==> src/rtl/pclb_pkg.sv <==
// ----------------------------------------------------------------------------
// pclb_pkg: shared types and helpers for the periodic cell-list binner
// Holds operation and result codes, the command word passed from the front
// part to the back part, and the periodic neighbor wrap helper.
// ----------------------------------------------------------------------------
`default_nettype none

package pclb_pkg;

   localparam int DEF_DIMENSIONS    = 2;
   localparam int DEF_MAX_SIDE      = 32;
   localparam int DEF_CELL_CAPACITY = 32;

   // fixed by the field ranges: coordinates up to 63, side up to 64
   localparam int COORD_W   = 6;
   localparam int SIDE_W    = 7;
   localparam int ID_W      = 16;
   localparam int POS_W     = 16;
   localparam int SCALE_W   = 24;
   localparam int COUNT_W   = 6;
   localparam int RESULT_LIMIT = 32;
   localparam int MIN_SIDE  = 4;

   typedef enum logic [1:0] {
      OP_CLEAR  = 2'd0,
      OP_INSERT = 2'd1,
      OP_QUERY  = 2'd2,
      OP_NONE   = 2'd3
   } op_type;

   typedef enum logic [1:0] {
      KIND_ACK   = 2'd0,
      KIND_ENTRY = 2'd1,
      KIND_CLEAR = 2'd2
   } kind_type;

   typedef enum logic {
      REG_SIDE  = 1'b0,
      REG_SCALE = 1'b1
   } reg_index_type;

   typedef struct packed {
      op_type                    op;
      logic [ID_W-1:0]           id;
      logic [SIDE_W-1:0]         side;
      logic [2:0][COORD_W-1:0]   coord;
   } cmd_type;

   // neighbor coordinate for offset code d (0: minus one, 1: same, 2: plus one)
   function automatic logic [COORD_W-1:0] wrap_coord(input logic [COORD_W-1:0] c,
                                                     input logic [1:0] d,
                                                     input logic [SIDE_W-1:0] side);
      logic [SIDE_W-1:0]  smax;
      logic [COORD_W-1:0] r;
      smax = side - SIDE_W'(1);
      r = c;
      if (d == 2'd0) begin
         r = (c == '0) ? smax[COORD_W-1:0] : c - COORD_W'(1);
      end else if (d == 2'd2) begin
         r = (c == smax[COORD_W-1:0]) ? '0 : c + COORD_W'(1);
      end
      return r;
   endfunction

endpackage

`default_nettype wire

==> src/rtl/pclb_queue.sv <==
// ----------------------------------------------------------------------------
// pclb_queue: two-entry command queue
// Decouples the front part from the back part so each may stall alone.
// ----------------------------------------------------------------------------
`default_nettype none

module pclb_queue (
   input  wire logic              clock,
   input  wire logic              reset,
   input  wire logic              in_valid,
   output logic                   in_ready,
   input  wire pclb_pkg::cmd_type in_cmd,
   output logic                   out_valid,
   input  wire logic              out_ready,
   output pclb_pkg::cmd_type      out_cmd
);

   pclb_pkg::cmd_type slot_ff [2];
   logic              wr_ptr_ff, wr_ptr_in;
   logic              rd_ptr_ff, rd_ptr_in;
   logic [1:0]        count_ff, count_in;
   logic              push, pop;

   assign in_ready  = (count_ff != 2'd2);
   assign out_valid = (count_ff != 2'd0);
   assign out_cmd   = slot_ff[rd_ptr_ff];
   assign push      = in_valid && in_ready;
   assign pop       = out_valid && out_ready;

   always_comb begin
      wr_ptr_in = push ? !wr_ptr_ff : wr_ptr_ff;
      rd_ptr_in = pop ? !rd_ptr_ff : rd_ptr_ff;
      count_in  = count_ff + 2'(push) - 2'(pop);
   end

   always_ff @(posedge clock) begin
      if (reset) begin
         wr_ptr_ff <= 1'b0;
         rd_ptr_ff <= 1'b0;
         count_ff  <= 2'd0;
      end else begin
         wr_ptr_ff <= wr_ptr_in;
         rd_ptr_ff <= rd_ptr_in;
         count_ff  <= count_in;
      end
      if (push) begin
         slot_ff[wr_ptr_ff] <= in_cmd;
      end
   end

endmodule

`default_nettype wire

==> config.mk <==
export PLATFORM = sky130hd
export DESIGN_NAME = pclb_queue
export DESIGN_NICKNAME = d
export VERILOG_FILES = /design/src/rtl/pclb_pkg.sv /design/src/rtl/pclb_queue.sv
export SDC_FILE = /design/constraint.sdc
export NUM_CORES = 1
export LEC_CHECK = 0
export ABC_AREA = 1
export BUFFER_PORTS_ARGS = -buffer_cell sky130_fd_sc_hd__clkbuf_2
export CORE_MARGIN = 1
export CORE_UTILIZATION = 45
export CTS_BUF_LIST = sky130_fd_sc_hd__clkbuf_4
export DETAILED_ROUTE_END_ITERATION = 16
export PLACE_DENSITY_LB_ADDON = 0.2
export SKIP_LAST_GASP = 1
export SYNTH_ARGS = -nofsm -noshare
export SYNTH_HDL_FRONTEND = slang
export SYNTH_SLANG_ARGS = --single-unit
export TNS_END_PERCENT = 20
==> constraint.sdc <==
create_clock -name clock -period 2.84 [get_ports clock]
set_clock_uncertainty 0.05 [all_clocks]
set_input_delay 0.142 -clock clock [delete_from_list [all_inputs] [get_ports clock]]
set_output_delay 0.142 -clock clock [all_outputs]
set_load 0.02 [all_outputs]
==> results.cfg <==
[drt]
vias_per_cell = 4.54
ant_nets = 0
drc_errors = 0
drt-total-wl_um = 5910
wl_per_cell_um = 14.1
via_count = 1907
drt_iter0_drc = 75
first_pass_iters = 4

[cts]
cts_sinks = 91
post_cts_buffers = 0
clk_latency_ps = 390
htree_levels = 3
clkSlewWorstSetupHoldPaths_ps = 110
clockBufferDepth = 2
cts_buffers = 9
cts_tree = yes
cts-root-buf = clkbuf_4

[synthesis]
synthTopCellsByCount = edfxtp_1 (86), mux2_4 (40), inv_1 (8), nor2_1 (8), nand2_1 (6)
yosysUniqueCellTypes = 16
synth.area.top_cells = edfxtp_1 (73%), mux2_4 (17%), dfxtp_1 (2.8%)
yosysMostFrequentCell = edfxtp_1
yosysWarnings = 0
synth_ff_type = edfxtp_1
ys_seq_elements = 91
yosysTopAreaCell = edfxtp_1
synth.top_cell.area_share_pct = 72.7
synth_edf_count = 86
synth.avg_cell_area_um2 = 20.9
syn_inst = 170
synthArstFlopShare_pct = 0
syn-cell-area_mm2 = 0.00355
synthesis.nets = 218
seq_area_frac_synth_pct = 75.5

[setup_path]
cpMaxStageDelayCell = dfxtp_2
reg2regPathDepth = 5
crit_buf_inv = 2
required_ps = 2650
critPathCapture = out_cmd[24]
cp.depth = 3
crit_path_cell_trace = buf_12 > mux2_4 > clkbuf_2
slowest_delay_ps = 710
regToRegEndpoint = slot_ff[1][0]
rr_startpoint = count_ff[0]
cp-end-kind = primary output
rrSetupSlack_ps = 1050
critical_path_class = flip-flop to primary output
crit_fanout = 27
cp_data_arrival_time_ps = 1910
worstSetupStartpointType = flip-flop
cpLargestDelayFamily = flip-flops

[timing]
finalMaxSlewViolations = 0
layout_min_cycle_time_ps = 2100
setup_violations = 0
fin_crit_sh_pct = 74.1
worst_pin_slew_ps = 668
relSlewSlack_pct = 55.4
rsz0062_at_grt = no
finalHoldViolCount = 0
setup_tns_ps = 0
fmax_mhz = 475

[layout]
final_nets = 363
regArea_mm2 = 0.00268
diodes = 0
multi_input_area_um2 = 762
stdcell_count = 420
fill_cells = 617
area_delta_synth_final_pct = 32.8
post-route-util_pct = 61.4
final_cell_area_mm2 = 0.00472
drive_above_1_share_pct = 49.4

[power]
clockPowerShare_pct = 19.8
seqPwrFrac_pct = 47.6
switching_share_pct = 30.1
power.total_uw = 3770
peakVddDrop_mv = 0.441
power_density_mw_per_mm2 = 799
p_leak_uw = 0.00190
combPwrFrac_pct = 32.6
switchingPower_uw = 1130
internal-power_uw = 2640

[floorplanning]
ios = 92
start_util_pct = 46.2
fp-row-count = 32
die-area_mm2 = 0.00825
die_w_um = 90.8
core_mm2 = 0.00769
die_h_um = 90.8

[grt]
first_global_vias = 1920
track_usage_pct = 15.0
grt_start_max_net_pins = 28
grt_pass1_wl_um = 9330
overflow = 0
antenna_found_initial = 0

[run_status]
outcome = complete, no violations

[place]
gp_congestion = 0.651
postPlaceCellArea_mm2 = 0.00412
hpwl_um = 3720
dp_cells = 361
numPortBuffers = 91

[hold_path]
hp-class = primary input to flip-flop

[job]
cap_violations = 0
[placed cells by master, fill, tap and decap left out, drive strengths merged, types with 2 or more instances in the layout]
cell type	netlist	layout
edfxtp	86	86
bufinv	0	2
inv	8	8
a21oi	2	2
nand2	8	8
buf	5	3
dlygate4sd3	0	45
nor2	9	9
dfxtp	5	5
mux2	43	43
clkbuf	0	102
[kinds of logic (layout without fill, tap and decap cells)]
| family | after synthesis | count (layout) | share of synthesized area (%) |
|---|---|---|---|
| XOR/XNOR | 1 | 1 | 0.247 |
| multiplexers | 43 | 43 | 17.9 |
| flip-flops | 91 | 91 | 75.5 |
| adder cells (fa/ha/maj) | 1 | 1 | 0.352 |
| AND/OR/NAND/NOR | 19 | 19 | 2.29 |
| AO/OA/AOI/OAI | 2 | 2 | 0.282 |
| buffers and inverters | 13 | 161 | 3.42 |
[sequential cells by signal, summed over array words and instances, names as in the netlist, named ones only]
signal     cells
wr_ptr_ff      1
rd_ptr_ff      1
slot_ff       86
count_ff       2
[repair_timing]
| action | CTS | global route |
|---|---|---|
| hold buffers | 45 | 0 |
| endpoints found under the hold margin | 91 | 0 |
| resized for setup | 0 | 0 |
[routing by layer]
metal	wire length (um)	global-route usage [%]	vias to the layer above
met3	284	4.38	6
met4	65	5.16	0
met2	2880	24.1	52
li1	-	-	929
met1	2680	19.5	920
met5	0	0	-
[through the flow]
stage | setup WS [ps] | hold WS, ps
after floorplan | -98.3 | 163
after detailed placement | 1020 | 285
final | 735 | 104
after global placement | 1070 | 283
after global routing | 630 | 74.5
after CTS | 675 | 68.1
[how the worst min path moves through the flow]
stage / startpoint / depth (start not counted) / slack, ps / endpoint
final: out_ready / 5 / 100 / flip-flop
after global routing: out_ready / 5 / 70 / count_ff[1]
after global placement: in_cmd[39] / 1 / 280 / slot_ff[0][39]
after detailed placement: in_cmd[27] / 1 / 290 / slot_ff[1][27]
after CTS: out_ready / 5 / 70 / flip-flop
after floorplan: reset / 1 / 160 / count_ff[0]
[worst register-to-register path: cells and delay by family (launching register included)]
kind / cells / cell delay, ps
buffers and inverters: 2 / 340
AND/OR/NAND/NOR: 3 / 740
flip-flops: 1 / 370
[power groups by stage]
stage / Sequential [uW] / Clock [uW] / Combinational, uW
after floorplan: 1780 / 0 / 944
after global placement: 1820 / 0 / 1190
after detailed placement: 1830 / 0 / 1190
after CTS: 1800 / 774 / 1250
after global routing: 1810 / 828 / 1320
final: 1790 / 747 / 1230
[area by class of cell]
class | instances | share of cell area [%]
Clock buffer | 11 | 1.75
Clock inverter | 3 | 1.38
Inverter | 8 | 0.637
Multi-Input combinational cell | 66 | 16.2
Sequential cell | 91 | 56.9
Tap cell | 102 | 2.71
Timing Repair Buffer | 139 | 20.5
No activity file was read; power rests on OpenSTA's default activity.
