===== config.mk =====
export PLATFORM = sky130hd
export DESIGN_NAME = pclb_front
export DESIGN_NICKNAME = d
export VERILOG_FILES = /design/src/rtl/pclb_pkg.sv /design/src/rtl/pclb_front.sv
export SDC_FILE = /design/constraint.sdc
export NUM_CORES = 1
export LEC_CHECK = 0
export BUFFER_PORTS_ARGS = -buffer_cell sky130_fd_sc_hd__buf_2
export CAP_MARGIN = 10
export CORE_ASPECT_RATIO = 1.5
export CORE_MARGIN = 2
export CORE_UTILIZATION = 48
export CTS_CLUSTER_DIAMETER = 120
export CTS_CLUSTER_SIZE = 25
export DETAILED_ROUTE_END_ITERATION = 10
export PLACE_DENSITY = 0.69
export SLEW_MARGIN = 20
export SYNTH_ARGS = -nofsm -noshare
export SYNTH_HDL_FRONTEND = slang
export SYNTH_SLANG_ARGS = --single-unit

===== constraint.sdc =====
create_clock -name clock -period 6.94 [get_ports clock]
set_input_delay 1.735 -clock clock [delete_from_list [all_inputs] [get_ports clock]]
set_output_delay 1.735 -clock clock [all_outputs]
set_load 0.02 [all_outputs]

===== src/rtl/pclb_pkg.sv =====
// ----------------------------------------------------------------------------
// pclb_pkg: shared types and helpers for the periodic cell-list binner
// Holds operation and result codes, the command word passed from the front
// part to the back part, and the periodic neighbor wrap helper.
// ----------------------------------------------------------------------------
`default_nettype none

package pclb_pkg;

   localparam int DEF_DIMENSIONS    = 2;
   localparam int DEF_MAX_SIDE      = 32;
   localparam int DEF_CELL_CAPACITY = 32;

   // fixed by the field ranges: coordinates up to 63, side up to 64
   localparam int COORD_W   = 6;
   localparam int SIDE_W    = 7;
   localparam int ID_W      = 16;
   localparam int POS_W     = 16;
   localparam int SCALE_W   = 24;
   localparam int COUNT_W   = 6;
   localparam int RESULT_LIMIT = 32;
   localparam int MIN_SIDE  = 4;

   typedef enum logic [1:0] {
      OP_CLEAR  = 2'd0,
      OP_INSERT = 2'd1,
      OP_QUERY  = 2'd2,
      OP_NONE   = 2'd3
   } op_type;

   typedef enum logic [1:0] {
      KIND_ACK   = 2'd0,
      KIND_ENTRY = 2'd1,
      KIND_CLEAR = 2'd2
   } kind_type;

   typedef enum logic {
      REG_SIDE  = 1'b0,
      REG_SCALE = 1'b1
   } reg_index_type;

   typedef struct packed {
      op_type                    op;
      logic [ID_W-1:0]           id;
      logic [SIDE_W-1:0]         side;
      logic [2:0][COORD_W-1:0]   coord;
   } cmd_type;

   // neighbor coordinate for offset code d (0: minus one, 1: same, 2: plus one)
   function automatic logic [COORD_W-1:0] wrap_coord(input logic [COORD_W-1:0] c,
                                                     input logic [1:0] d,
                                                     input logic [SIDE_W-1:0] side);
      logic [SIDE_W-1:0]  smax;
      logic [COORD_W-1:0] r;
      smax = side - SIDE_W'(1);
      r = c;
      if (d == 2'd0) begin
         r = (c == '0) ? smax[COORD_W-1:0] : c - COORD_W'(1);
      end else if (d == 2'd2) begin
         r = (c == smax[COORD_W-1:0]) ? '0 : c + COORD_W'(1);
      end
      return r;
   endfunction

endpackage

`default_nettype wire


===== src/rtl/pclb_front.sv =====
// ----------------------------------------------------------------------------
// pclb_front: input stage of the binner
// Takes a word, maps each used coordinate to its cell index with one shared
// multiplier, and hands a command to the queue; opcode 3 words are dropped.
// ----------------------------------------------------------------------------
`default_nettype none

module pclb_front #(
   parameter int DIMENSIONS = pclb_pkg::DEF_DIMENSIONS,
   parameter int MAX_SIDE   = pclb_pkg::DEF_MAX_SIDE
) (
   input  wire logic                           clock,
   input  wire logic                           reset,
   input  wire logic                           hold,
   input  wire logic                           req_tvalid,
   output logic                                req_tready,
   input  wire logic [1:0]                     req_op,
   input  wire logic [pclb_pkg::ID_W-1:0]      req_id,
   input  wire logic [2:0][pclb_pkg::POS_W-1:0] req_pos,
   input  wire logic [5:0]                     cfg_side,
   input  wire logic [pclb_pkg::SCALE_W-1:0]   cfg_scale,
   output logic                                cmd_valid,
   input  wire logic                           cmd_ready,
   output pclb_pkg::cmd_type                   cmd
);

   localparam int PROD_W = pclb_pkg::POS_W + pclb_pkg::SCALE_W;

   typedef enum logic [3:0] {
      F_IDLE  = 4'b0001,
      F_MUL   = 4'b0010,
      F_CLAMP = 4'b0100,
      F_PUSH  = 4'b1000
   } fstate_type;

   fstate_type                          state_ff, state_in;
   pclb_pkg::cmd_type                   cmd_ff, cmd_in;
   logic [2:0][pclb_pkg::POS_W-1:0]     pos_ff, pos_in;
   logic [1:0]                          axis_ff, axis_in;
   logic [PROD_W-1:0]                   prod_ff, prod_in;
   logic [pclb_pkg::SIDE_W-1:0]         side_eff;
   logic [pclb_pkg::SIDE_W-1:0]         smax;
   logic [pclb_pkg::SCALE_W-1:0]        cell_raw;

   always_comb begin
      side_eff = pclb_pkg::SIDE_W'(cfg_side);
      if (side_eff < pclb_pkg::SIDE_W'(pclb_pkg::MIN_SIDE)) begin
         side_eff = pclb_pkg::SIDE_W'(pclb_pkg::MIN_SIDE);
      end
      if (side_eff > pclb_pkg::SIDE_W'(MAX_SIDE)) begin
         side_eff = pclb_pkg::SIDE_W'(MAX_SIDE);
      end
   end

   assign req_tready = (state_ff == F_IDLE) && !hold;
   assign cmd_valid  = (state_ff == F_PUSH);
   assign cmd        = cmd_ff;
   assign smax       = cmd_ff.side - pclb_pkg::SIDE_W'(1);
   assign cell_raw   = prod_ff[PROD_W-1:16];

   always_comb begin
      state_in = state_ff;
      cmd_in   = cmd_ff;
      pos_in   = pos_ff;
      axis_in  = axis_ff;
      prod_in  = prod_ff;
      case (state_ff)
         F_IDLE: begin
            if (req_tvalid && req_tready) begin
               cmd_in.op    = pclb_pkg::op_type'(req_op);
               cmd_in.id    = req_id;
               cmd_in.side  = side_eff;
               cmd_in.coord = '0;
               pos_in       = req_pos;
               axis_in      = 2'd0;
               case (pclb_pkg::op_type'(req_op))
                  pclb_pkg::OP_CLEAR:  state_in = F_PUSH;
                  pclb_pkg::OP_INSERT,
                  pclb_pkg::OP_QUERY:  state_in = F_MUL;
                  default:             state_in = F_IDLE;
               endcase
            end
         end
         F_MUL: begin
            prod_in  = PROD_W'(pos_ff[axis_ff]) * PROD_W'(cfg_scale);
            state_in = F_CLAMP;
         end
         F_CLAMP: begin
            if (cell_raw > pclb_pkg::SCALE_W'(smax)) begin
               cmd_in.coord[axis_ff] = smax[pclb_pkg::COORD_W-1:0];
            end else begin
               cmd_in.coord[axis_ff] = cell_raw[pclb_pkg::COORD_W-1:0];
            end
            if (axis_ff == 2'(DIMENSIONS - 1)) begin
               state_in = F_PUSH;
            end else begin
               axis_in  = axis_ff + 2'd1;
               state_in = F_MUL;
            end
         end
         F_PUSH: begin
            if (cmd_ready) begin
               state_in = F_IDLE;
            end
         end
         default: state_in = F_IDLE;
      endcase
   end

   always_ff @(posedge clock) begin
      if (reset) begin
         state_ff <= F_IDLE;
      end else begin
         state_ff <= state_in;
      end
      cmd_ff  <= cmd_in;
      pos_ff  <= pos_in;
      axis_ff <= axis_in;
      prod_ff <= prod_in;
   end

endmodule

`default_nettype wire


==> key figures, run 1 <==
Min path
  – Hold endpoint: cmd[15]
  – Hold Crit Class: register to register
  – Worst Hold Launch: cmd[15]
  – Worst Hold Depth: 2

Global route
  – Total gr overflow: 0
  – Initial antenna violation count: 6
  – First-pass GRT wire length: 70520 um
  – Largest net degree at the start of global routing: 73
  – Vias in the first global route: 14210
  – GRT Total Usage: 24.40%

CTS
  – Worst-Skew Late Latency: approximately 0.42 ns
  – CTS Root Cell: clkbuf_16
  – Maximum clock path buffer count: 2
  – Num CTS Buffers: 17
  – Clock Sinks: 120
  – Clock transition at path regs: 0.06 ns
  – TritonCTS clock tree: yes
  – # H-tree levels: 4

Floorplan
  – Core area: 0.03521 mm^2
  – Die Wd: approximately 160 um
  – Rows: 84
  – Initial Util: 48.77%
  – IO Pins: 146
  – Die footprint: 0.03734 mm^2
  – Die height: between 200 and 250 um

Timing
  – Fin crit share: between 90% and 100%
  – Worst hold slack: ~0.6 ns
  – Fin. Hold Viols: 0
  – Setup violators final: 0
  – Unrepaired setup endpoints after global routing: yes
  – Fmax: between 100 and 150 MHz
  – Slew @ Worst Pin: 0.9332 ns
  – TNS Setup: 0 ns
  – Max-slew headroom: between 30% and 40%
  – Clock Skews: approximately 0.0088 ns
  – Fin. max-slew vios: 0
  – Final min period: 6.865 ns

Yosys
  – Mapped Area: 0.01717 mm^2
  – Count leader, synth: inv_1
  – Synth async-reset ratio: 0%
  – Syn avg cell area: 9.669 um^2
  – Synth cell count leaders: inv_1, fa_1, nand2_1
  – Synthesized instance count: between 1500 and 2000
  – Yosys cell types: 59
  – Synth area leaders: fa_1, edfxtp_1, ha_1
  – FF+latch count, synth: 120
  – Register area share after synthesis: 20.75%
  – Main synth FF type: edfxtp_1
  – Area share of the largest cell type after synthesis: a little over a third
  – Most area-hungry cell type in the Yosys netlist: fa_1
  – Post-synth EDFFs: 116
  – Yosys Warn Count: 0
  – Mapped Nets: between 2000 and 2500

Routing
  – DR pass1 iterations: 5
  – 1st-iter DRT viols: 790
  – Routed len/inst: 17.36 um
  – Post-route ant nets: 0
  – Via/cell ratio: 5.223
  – Via count: 13131
  – DRC errors left: 0
  – DRT Wirelength: 43650 um

Setup path
  – Required @ worst endpoint: 7.10 ns
  – CP Launch Type: input pin
  – Worst EP arrival: 7.03 ns
  – CP peak stage delay: 0.54 ns
  – Critical-path maximum fanout: 11
  – Cells along the critical path: buf_4, buf_4, and2_1, fa_1, inv_1, fa_2, inv_1, fa_2, fa_2, fa_1, inv_1, fa_1, inv_2, ha_4, a2111oi_4, o21ai_1, a221oi_2, o22ai_2, a21oi_4, o21bai_2, a211oi_2, nor2_1
  – Kind of critical path: input pin to register
  – Worst Reg-to-Reg Cells: 28
  – Reg2reg setup slack: 0.24 ns
  – CP max-delay cell: fa_2
  – R2r startpoint: axis_ff[1]
  – Reg2reg end: prod_ff[38]
  – Critical path endpoint category: register

Layout
  – Non-filler cells in the finished layout: 2514
  – Layout cells sized above 1: about 21%
  – Area growth syn-to-layout: 20.90%
  – Fillers: about 3000
  – Fin nets: 2552

Run
  – Max Cap Viol: 0

Placement
  – GPL Wtd Cong: 0.9195
  – DP Cell Count: 2472
  – Port bufs: around 140
  – DP HPWL: 35670 um

Outcome
  – Status: complete, no violations
==> metal layers <==
metal  up-vias  wire [um]  global-route usage [%]
met4         0       1835                   10.21
li1       6013          -                       -
met3       118       1198                   2.577
met1      6656      16060                   27.93
met5         -          0                       0
met2       344      24560                   45.43
==> metrics by stage <==
| stage | instance area [um^2] | utilization [%] | setup WS (ns) |
|---|---|---|---|
| global route | 20760 | 58.97 | -0.06736 |
| finish | 20760 | 58.97 | 0.07543 |
| floorplan | 17360 | - | -0.03601 |
| CTS | 20390 | 57.92 | -0.0006541 |
| detailed placement | 19710 | 55.98 | -0.5065 |
| global placement | 19710 | 55.98 | -0.4186 |
==> sequential cells by signal, indices dropped and copies added, names as in the netlist <==
register / flops
axis_ff: 2
cmd: 42
pos_ff: 48
prod_ff: 24
state_ff: 4
==> worst max path at each step <==
stage,start,end,cells past startpoint
floorplan,cfg_scale[8],prod_ff[38],21
finish,cfg_scale[10],prod_ff[38],22
global placement,cfg_scale[12],prod_ff[38],21
detailed placement,cfg_scale[14],prod_ff[38],22
CTS,cfg_scale[12],prod_ff[38],22
global route,cfg_scale[12],prod_ff[39],21
==> cell families after synthesis <==
| kind of cell | count (synthesis) | synth area share (%) |
|---|---|---|
| DFF | 120 | 20.75 |
| xor gates and xnor gates | 26 | 1.326 |
| other | 1 | 0.02184 |
| adders and majority gates | 427 | 44.44 |
| buffers and inverters | 440 | 9.705 |
| muxes | 17 | 0.9982 |
| and+or+nand+nor | 588 | 16.90 |
| AOI/OAI and AO/OA | 157 | 5.851 |
==> critical path, delay by kind of cell <==
kind,cells,cell delay (ns)
simple gates,2,0.23
buf+inv,6,0.58
compound gates,7,1.41
fa+ha+maj,7,3.06
==> area by class of cell <==
class	instances	area, um^2	area share (%)
antenna	4	10.01	0.04821
clock buffer	19	432.9	2.085
clock inverter	13	202.7	0.9763
inverter	358	1344	6.473
multi-input combinational	1216	12340	59.42
sequential	120	3563	17.16
tap	473	591.8	2.851
timing repair buffer	311	2281	10.99
==> what timing repair did <==
item | CTS | global route
pin swaps | 5 | 37
hold buffers | 0 | 0
setup endpoints to repair | 5 | 19
buffers inserted | 1 | 3
gates resized for setup | 10 | 79
cloned | 0 | 1
==> cells in the final DEF, fill, tap and decap left out, types with 16 or more instances in the layout <==
master,n
edfxtp_1,116
inv_1,353
o21ai_0,19
nor2_1,34
nand2_1,258
mux2i_1,16
nand3_1,38
buf_2,128
o21ai_1,25
a21oi_1,29
ha_1,110
clkbuf_16,17
and2_1,163
buf_12,18
buf_4,152
fa_1,294
Power of run 1 is left out: the tool's default activity adds up to more than one toggle a clock period on the data nets, which glitch-free logic cannot reach.
==> run 2: changes to the inputs <==
- CTS_BUF_LIST: default -> sky130_fd_sc_hd__clkbuf_8 sky130_fd_sc_hd__clkbuf_16
==> run 2 against run 1 <==
  * Register-to-register slack hardly changed
  * Clock skew hardly changed
  * Via count is 0.11% higher
  * Sequential share of layout area stayed put
  * Die area stayed put
  * Maximum frequency hardly changed
  * Final cell count stayed put
  * Cell area stayed put
  * Routed wire length hardly changed
  * Sequential cell count stayed put
  * Utilization stayed put
==> key figures, run 2 (synthesized netlist as in run 1, its figures left out) <==
Setup path
  – Cells along the critical path: buf_4, buf_4, and2_1, fa_1, inv_1, fa_2, inv_1, fa_2, fa_2, fa_1, inv_1, fa_1, inv_2, ha_4, a2111oi_4, o21ai_1, a221oi_2, o22ai_2, a21oi_4, o21bai_2, a211oi_2, nor2_1
  – Reg2reg end: prod_ff[38]
  – CP peak stage delay: 0.54 ns (about the same)
  – Crit path max-delay family: adder cells
  – R2r startpoint: axis_ff[1]
  – CP max-delay cell: fa_2
  – Critical-path maximum fanout: 11 (unchanged)
  – Kind of critical path: input pin to register
  – Critical path endpoint category: register
  – Worst Reg-to-Reg Cells: 28 (unchanged)
  – Reg2reg setup slack: 0.25 ns (about the same)
  – Worst EP arrival: 7.02 ns (about the same)
  – Critical path launch point: cfg_scale[10]
  – CP Launch Type: input pin
  – Required @ worst endpoint: 7.10 ns (about the same)
  – Crit path buf inv count: 6 (unchanged)

Outcome
  – Status: complete, no violations

Layout
  – Largest register FFs: 48 (unchanged)
  – Area growth syn-to-layout: 20.90% (unchanged)
  – Register bank with the most flops: pos_ff
  – Non-filler cells in the finished layout: 2514 (unchanged)
  – Commonest non-fill, non-tap cell in the layout: inv_1
  – Final Core Density: 58.97% (unchanged)
  – Fin nets: 2552 (unchanged)
  – Layout cells sized above 1: 20.72% (unchanged)
  – Most frequent cells in the layout: inv_1, fa_1, nand2_1

Timing
  – Fmax: 145.8 MHz (about the same)
  – Fin crit share: 98.86% (about the same)
  – Worst hold slack: 0.5991 ns (-0.00003200 ns)
  – Fin. Hold Viols: 0 (unchanged)
  – Setup violators final: 0 (unchanged)
  – Clock Skews: 0.008682 ns (-0.00009318 ns)
  – Fin. max-slew vios: 0 (unchanged)
  – Max-slew headroom: 36.91% (unchanged)
  – Final min period: 6.861 ns (-0.003710 ns)
  – Slew @ Worst Pin: 0.9332 ns (unchanged)
  – Unrepaired setup endpoints after global routing: yes

Global route
  – Largest net degree at the start of global routing: 73 (unchanged)
  – Total gr overflow: 0 (unchanged)
  – Initial antenna violation count: 6 (unchanged)
  – GRT Total Usage: 24.40% (unchanged)
  – Vias in the first global route: 14210 (unchanged)
  – First-pass GRT wire length: 70520 um (unchanged)

CTS
  – Clock transition at path regs: 0.06 ns (about the same)
  – Cts hold-fix bufs: 0 (unchanged)
  – Clock Sinks: 120 (unchanged)
  – # H-tree levels: 4 (unchanged)
  – Num CTS Buffers: 17 (unchanged)
  – TritonCTS clock tree: yes
  – Maximum clock path buffer count: 2 (unchanged)
  – Worst-Skew Late Latency: 0.42 ns (about the same)
  – CTS Root Cell: clkbuf_16

Routing
  – Routed len/inst: 17.37 um (about the same)
  – DRT Wirelength: 43670 um (about the same)
  – Via/cell ratio: 5.229 (+0.11%)
  – Post-route ant nets: 0 (unchanged)
  – DRC errors left: 0 (unchanged)
  – Via count: 13145 (+0.11%)
  – 1st-iter DRT viols: 790 (unchanged)
  – DR pass1 iterations: 5 (unchanged)

Placement
  – DP Cell Count: 2472 (unchanged)
  – GPL Wtd Cong: 0.9195 (unchanged)
  – Port bufs: 144 (unchanged)
  – DP HPWL: 35670 um (unchanged)

Floorplan
  – Initial Util: 48.77% (unchanged)
  – Die footprint: 0.03734 mm^2 (unchanged)
  – Rows: 84 (unchanged)
  – IO Pins: 146 (unchanged)
  – Core area: 0.03521 mm^2 (unchanged)
  – Die height: 235.7 um (unchanged)
  – Die Wd: 158.4 um (unchanged)

Min path
  – Worst Hold Depth: 2 (unchanged)
  – Hold Crit Class: register to register
  – Hold endpoint: cmd[15]
  – Worst Hold Launch: cmd[15]

Run
  – Max Cap Viol: 0 (unchanged)
run 2: changes by cell type in the layout (fill, tap and decap cells not counted), sizes merged:
cell / delta
inv: +2
clkbuf: -2
run 2: how the worst max path moves through the flow:
stage               cells after the start  slack (ns)          end
floorplan                              21       -0.04  prod_ff[38]
CTS                                    22     -0.0007  prod_ff[38]
global route                           21       -0.07  prod_ff[39]
detailed placement                     22       -0.51  prod_ff[38]
finish                                 22        0.08  prod_ff[38]
global placement                       21       -0.42  prod_ff[38]
run 2: repair_timing:
action / 4_1_cts / 5_1_grt
setup buffers: 1 / 3
gates cloned: 0 / 1
pin swaps: 5 / 37
resized for setup: 10 / 79
endpoints found under the setup margin: 5 / 19
run 2: routing by layer:
metal  track usage (%)  routed length, um
met1             27.93              15970
met2             45.43              24570
met3             2.577               1297
met4             10.21               1837
met5                 0                  0
run 2: tightest hold or removal path, cell delays in order (launching register included):
cell	delay, ns
edfxtp_1	0.34
nand3b_1	0.08
nand3_1	0.08
run 2: final cells by class:
| cell class | count | area (um^2) |
|---|---|---|
| Tap cell | 473 | 591.8 |
| Clock buffer | 17 | 425.4 |
| Sequential cell | 120 | 3563 |
| Timing Repair Buffer | 311 | 2281 |
| Fill cell | 3006 | 14450 |
| Clock inverter | 15 | 210.2 |
| Antenna cell | 4 | 10.01 |
| Inverter | 358 | 1344 |
| Multi-Input combinational cell | 1216 | 12340 |
run 2: through the flow:
stage	setup WS, ns	instance area, um^2	setup TNS, ns
after floorplan	-0.03601	17360	-0.03601
after global placement	-0.4186	19710	-5.789
after detailed placement	-0.5065	19710	-7.494
after CTS	-0.0006541	20390	-0.0006541
after global routing	-0.06736	20760	-0.1416
final	0.07914	20760	0
Power of run 2 is left out for the same reason.
